### src/hdl/pli_pkg.sv
// Shared types, codes and constants for the positional list block.
package pli_pkg;

  localparam int CAPACITY_DEF    = 64;
  localparam int ENTRY_WIDTH_DEF = 32;
  localparam int KIND_W          = 3;
  localparam int POS_W           = 7;
  localparam int VALUE_W         = 32;
  localparam int STATUS_W        = 2;
  localparam int COUNT_W         = 7;

  typedef enum logic [KIND_W-1:0] {
    KIND_INS_FIRST = 3'd0,
    KIND_INS_LAST  = 3'd1,
    KIND_INS_AT    = 3'd2,
    KIND_DEL_FIRST = 3'd3,
    KIND_DEL_LAST  = 3'd4,
    KIND_DEL_AT    = 3'd5,
    KIND_DUMP      = 3'd6,
    KIND_CLEAR     = 3'd7
  } kind_t;

  typedef enum logic [STATUS_W-1:0] {
    ST_OK     = 2'd0,
    ST_FULL   = 2'd1,
    ST_EMPTY  = 2'd2,
    ST_BADPOS = 2'd3
  } status_t;

  typedef enum logic [2:0] {
    DP_HOLD,
    DP_INS,
    DP_DEL,
    DP_CLEAR,
    DP_ROT
  } dp_op_t;

  typedef struct packed {
    logic [KIND_W-1:0]  kind;
    logic [POS_W-1:0]   position;
    logic [VALUE_W-1:0] entry_value;
  } in_item_t;

  typedef struct packed {
    logic [STATUS_W-1:0] status;
    logic [VALUE_W-1:0]  read_value;
    logic [COUNT_W-1:0]  entry_count;
    logic                last_result;
  } out_item_t;

  // controller to datapath
  typedef struct packed {
    dp_op_t              op;
    logic [POS_W-1:0]    idx;
    logic [VALUE_W-1:0]  value;
    logic                dump_start;
    logic                load_out;
    logic                out_dump;
    logic [STATUS_W-1:0] out_status;
    logic                out_last;
  } dp_cmd_t;

  // datapath to controller
  typedef struct packed {
    logic [COUNT_W-1:0] count;
    logic               empty;
    logic               full;
    logic               rem_last;
  } dp_stat_t;

endpackage

### src/hdl/pli_ctrl.sv
// Controller: decodes transactions, checks limits and sequences dumps.
module pli_ctrl import pli_pkg::*; (
  input  logic     clk,
  input  logic     rst_n,
  input  logic     in_valid,
  output logic     in_ready,
  input  in_item_t in_item,
  output logic     out_valid,
  input  logic     out_ready,
  input  dp_stat_t stat,
  output dp_cmd_t  cmd
);

  typedef enum logic {S_IDLE, S_DUMP} state_t;

  state_t state_r, state_nxt;
  logic   out_valid_r, out_valid_nxt;
  logic   slot_free, accept;
  logic   pos_ins_ok, pos_del_ok;
  logic [POS_W:0] pos_x, cnt_x;

  assign slot_free = !out_valid_r || out_ready;
  assign in_ready  = (state_r == S_IDLE) && slot_free;
  assign accept    = in_valid && in_ready;

  assign pos_x      = {1'b0, in_item.position};
  assign cnt_x      = (POS_W + 1)'(stat.count);
  assign pos_ins_ok = (pos_x != '0) && (pos_x <= cnt_x + (POS_W + 1)'(1));
  assign pos_del_ok = (pos_x != '0) && (pos_x <= cnt_x);

  always_comb begin
    cmd            = '0;
    cmd.op         = DP_HOLD;
    cmd.value      = in_item.entry_value;
    cmd.out_status = ST_OK;
    cmd.out_last   = 1'b1;
    state_nxt      = state_r;
    out_valid_nxt  = out_valid_r && !out_ready;

    unique case (state_r)
      S_IDLE: begin
        if (accept) begin
          cmd.load_out  = 1'b1;
          out_valid_nxt = 1'b1;
          unique case (in_item.kind)
            KIND_INS_FIRST, KIND_INS_LAST, KIND_INS_AT: begin
              if (stat.full) begin
                cmd.out_status = ST_FULL;
              end else if (in_item.kind == KIND_INS_FIRST) begin
                cmd.op  = DP_INS;
                cmd.idx = '0;
              end else if (in_item.kind == KIND_INS_LAST) begin
                cmd.op  = DP_INS;
                cmd.idx = stat.count;
              end else if (pos_ins_ok) begin
                cmd.op  = DP_INS;
                cmd.idx = in_item.position - POS_W'(1);
              end else begin
                cmd.out_status = ST_BADPOS;
              end
            end
            KIND_DEL_FIRST, KIND_DEL_LAST, KIND_DEL_AT: begin
              if (stat.empty) begin
                cmd.out_status = ST_EMPTY;
              end else if (in_item.kind == KIND_DEL_FIRST) begin
                cmd.op  = DP_DEL;
                cmd.idx = '0;
              end else if (in_item.kind == KIND_DEL_LAST) begin
                cmd.op  = DP_DEL;
                cmd.idx = stat.count - POS_W'(1);
              end else if (pos_del_ok) begin
                cmd.op  = DP_DEL;
                cmd.idx = in_item.position - POS_W'(1);
              end else begin
                cmd.out_status = ST_BADPOS;
              end
            end
            KIND_DUMP: begin
              if (stat.empty) begin
                cmd.out_status = ST_EMPTY;
              end else begin
                // no result yet: the entries follow one per cycle while the result register is free
                cmd.load_out   = 1'b0;
                cmd.dump_start = 1'b1;
                out_valid_nxt  = out_valid_r && !out_ready;
                state_nxt      = S_DUMP;
              end
            end
            KIND_CLEAR: cmd.op = DP_CLEAR;
          endcase
        end
      end
      S_DUMP: begin
        if (slot_free) begin
          cmd.op        = DP_ROT;
          cmd.load_out  = 1'b1;
          cmd.out_dump  = 1'b1;
          cmd.out_last  = stat.rem_last;
          out_valid_nxt = 1'b1;
          if (stat.rem_last) state_nxt = S_IDLE;
        end
      end
    endcase
  end

  always_ff @(posedge clk) begin
    if (!rst_n) begin
      state_r     <= S_IDLE;
      out_valid_r <= 1'b0;
    end else begin
      state_r     <= state_nxt;
      out_valid_r <= out_valid_nxt;
    end
  end

  assign out_valid = out_valid_r;

endmodule

### config.mk
export PLATFORM = sky130hd
export DESIGN_NAME = pli_ctrl
export DESIGN_NICKNAME = d
export VERILOG_FILES = /design/src/hdl/pli_pkg.sv /design/src/hdl/pli_ctrl.sv
export SDC_FILE = /design/constraint.sdc
export NUM_CORES = 1
export LEC_CHECK = 0
export ABC_AREA = 1
export BUFFER_PORTS_ARGS = -buffer_cell sky130_fd_sc_hd__buf_2
export CORE_MARGIN = 3
export CORE_UTILIZATION = 47
export CTS_BUF_LIST = sky130_fd_sc_hd__clkbuf_8
export DETAILED_ROUTE_END_ITERATION = 10
export PLACE_DENSITY = 0.85
export SLEW_MARGIN = 20
export SYNTH_ARGS = -nofsm -noshare
export SYNTH_HDL_FRONTEND = slang
export SYNTH_SLANG_ARGS = --single-unit
### constraint.sdc
create_clock -name clk -period 5.5 [get_ports clk]
set_clock_uncertainty 0.05 [all_clocks]
set_input_delay 0.55 -clock clk [delete_from_list [all_inputs] [get_ports clk]]
set_output_delay 0.55 -clock clk [all_outputs]
set_load 0.02 [all_outputs]
==> flow_metrics.tcl <==
set metrics [dict create \
    wl_per_cell_um 11.5 \
    synth.area.top_cells "nand2_1, buf_4, ha_1" \
    io-pin-count 106 \
    die_w_um 64.1 \
    final_hold_viol_count 0 \
    synth_top_area_share_pct 16.1 \
    slowest_delay_ns 0.33 \
    die_y_um 64.1 \
    syn_area_um2 1590 \
    drt_iter0_drc 100 \
    startpoint_type "input pin" \
    avgSynthCellArea_um2 5.73 \
    path_class "in2out" \
    slew_viol_final 0 \
    p_leak_nw 0.938 \
    core_area_um2 3130 \
    drt-vias-per-instance 5.05 \
    synth_commonest_cells "nand2_1, inv_1, buf_4" \
    nets 360 \
    die-area_um2 4110 \
    power.total_mw 0.196 \
    p_per_area_nw_per_um2 121 \
    grt_antenna_before_repair 0 \
    cts-buffers-inserted 3 \
    grt_pass1_vias 1434 \
    period_share_pct 60.1 \
    ys_ff_latch 2 \
    cp_max_fo 8 \
    cp-end-kind "output pin" \
    critical_path.startpoint "stat[4]" \
    r2r-start "out_valid$_SDFF_PN0_" \
    async_reset_ff_share_pct 0 \
    ys_types 27 \
    root_buffer "clkbuf_8" \
    drtPass1Iterations 5 \
    htree_levels 1 \
    clk_latency_ns 0.21 \
    synthCells 277 \
    drt-total-wl_um 3780 \
    vdd_drop_max_uv 84.3 \
    overflow 0 \
    post-cts-setup-buffers 0 \
    postRouteAntennaNets 0 \
    worstPathCellList "buf_2 -> ha_1 -> nand2_1 -> nor3_1 -> xor2_1 -> ha_1 -> nand3_1 -> a21oi_1 -> nand2_1 -> nand2_2 -> nand2_4 -> nand2_2 -> nand2_2 -> nand2_1 -> nand2_1 -> a21oi_2 -> buf_2" \
    post-synth-top-count-cell "nand2_1" \
    synth_flop_cell "dfxtp_1" \
    cts_resized 0 \
    synth_nets 351 \
    worstHoldStart "state_r$_SDFF_PN0_" \
    finalCriticalPeriod_ns 3.31 \
    rows 20 \
    drcViolationCount 0 \
    worstMarginPinSlew_ns 0.749 \
    cts_sinks 2 \
    cpMostUsedCell "nand2_1" \
    cts_hold_buf 0 \
    synth_edf_count 0 \
    clkTransAtPathRegs_ns 0.03 \
    drive_gt1_share_pct 21.1 \
    vias 1657 \
    status "complete, no violations" \
    seq_area_frac_synth_pct 2.52 \
    port_buffers 41 \
    dp_hpwl_um 3080 \
    setup_viol 0 \
    nFillCells 325 \
    diodes 0 \
    fmax_mhz 302 \
    hold_class "reg2reg" \
    critPathArrivalTime_ns 2.71 \
    cpMaxStageDelayCell "ha_1" \
    gp_congestion 0.922 \
    max_cap_violations 0 \
    start_util_pct 50.7 \
    synthToLayoutAreaGrowth_pct 1.81 \
    synth_top_cell_by_area "nand2_1" \
    grt_pass1_wl_um 6250 \
    crit_required_ns 4.90 \
    cts_buffer_depth 2 \
    timing.setup.tns_ns 0 \
    slew_headroom_pct 49.7 \
    synth_warnings 0 \
    tritoncts "built" \
    grt_max_degree 13 \
    grt_setup_unrepaired "false" \
    track_usage_pct 18.3 \
]
==> cell type report <==
type | instances | area (um2) | area share [%]
multi-input cells | 197 | 1120 | 69.3
inverters | 41 | 154 | 9.53
clock buffers | 3 | 41.3 | 2.56
repair buffers | 41 | 205 | 12.7
well taps | 44 | 55.1 | 3.41
flip-flops and latches | 2 | 40.0 | 2.48
==> placed cells by master, fill, tap and decap left out <==
cell type	netlist	routed
buf_2	2	41
xnor2_1	3	3
o21ai_0	11	11
a21o_1	1	1
nor2_1	20	20
nand2_4	2	2
nor2_4	1	1
nand3_2	2	2
a21oi_2	3	3
inv_2	1	1
nand4_1	2	2
dfxtp_1	2	2
nand3b_1	3	3
xor2_1	8	8
nor3_1	3	3
nand2_2	4	4
nor3_2	1	1
a21oi_1	24	24
nor2_2	2	2
clkbuf_8	0	3
o21bai_1	1	1
nand3_1	20	20
ha_1	18	18
inv_1	40	40
nand2_1	68	68
==> logic make-up (layout without fill, tap and decap cells) <==
logic type,after synthesis,in the layout,share of synthesized area (%)
buf+inv,78,85,26.9
compound gates,40,40,13.6
fa+ha+maj,18,18,14.2
xor+xnor,11,11,6.07
simple gates,128,128,36.7
flops,2,2,2.52
==> through the flow <==
stage	worst slack, ns	instance area (um2)	instances	hold slack (ns)	util [%]
floorplan	2.59	1590	277	0.430	-
global placement	2.33	1570	325	0.450	50.3
detailed placement	2.19	1570	325	0.460	50.3
CTS	2.19	1620	328	0.469	51.6
global route	1.99	1620	328	0.539	51.6
finish	2.19	1620	328	0.496	51.6
==> where the power goes <==
part           switching (mW)  total, mW  internal [mW]
registers            0.000339     0.0157         0.0153
clock network          0.0117     0.0580         0.0463
logic                  0.0793      0.122         0.0432
==> sequential cells by signal, indices dropped and copies added (netlist names) <==
signal,cells
out_valid,1
state_r,1
==> metal layers <==
metal	wire length [um]	track usage, %	vias up	part of all wire [%]
li1	-	-	856	-
met1	1650	24.1	720	44
met2	1720	29.4	71	46
met3	370	3.51	10	9.8
met4	35	6.33	0	0.93
met5	0	0	-	0
==> worst max-delay path, delay by kind of cell <==
family / cells / cell delay (ns)
xor+xnor: 1 / 0.11
compound gates: 2 / 0.28
buf+inv: 2 / 0.32
fa+ha+maj: 2 / 0.55
simple gates: 10 / 0.90
==> path summary, 6_finish.rpt <==
check | slack [ns] | to | cells after the start
setup reg to reg | 4.01 | state_r$_SDFF_PN0_ | 7
setup / recovery | 2.19 | cmd[1] | 17
hold reg to reg | 0.50 | state_r$_SDFF_PN0_ | 2
hold / removal | 0.50 | state_r$_SDFF_PN0_ | 2
Power figures use the tool's default switching activity.
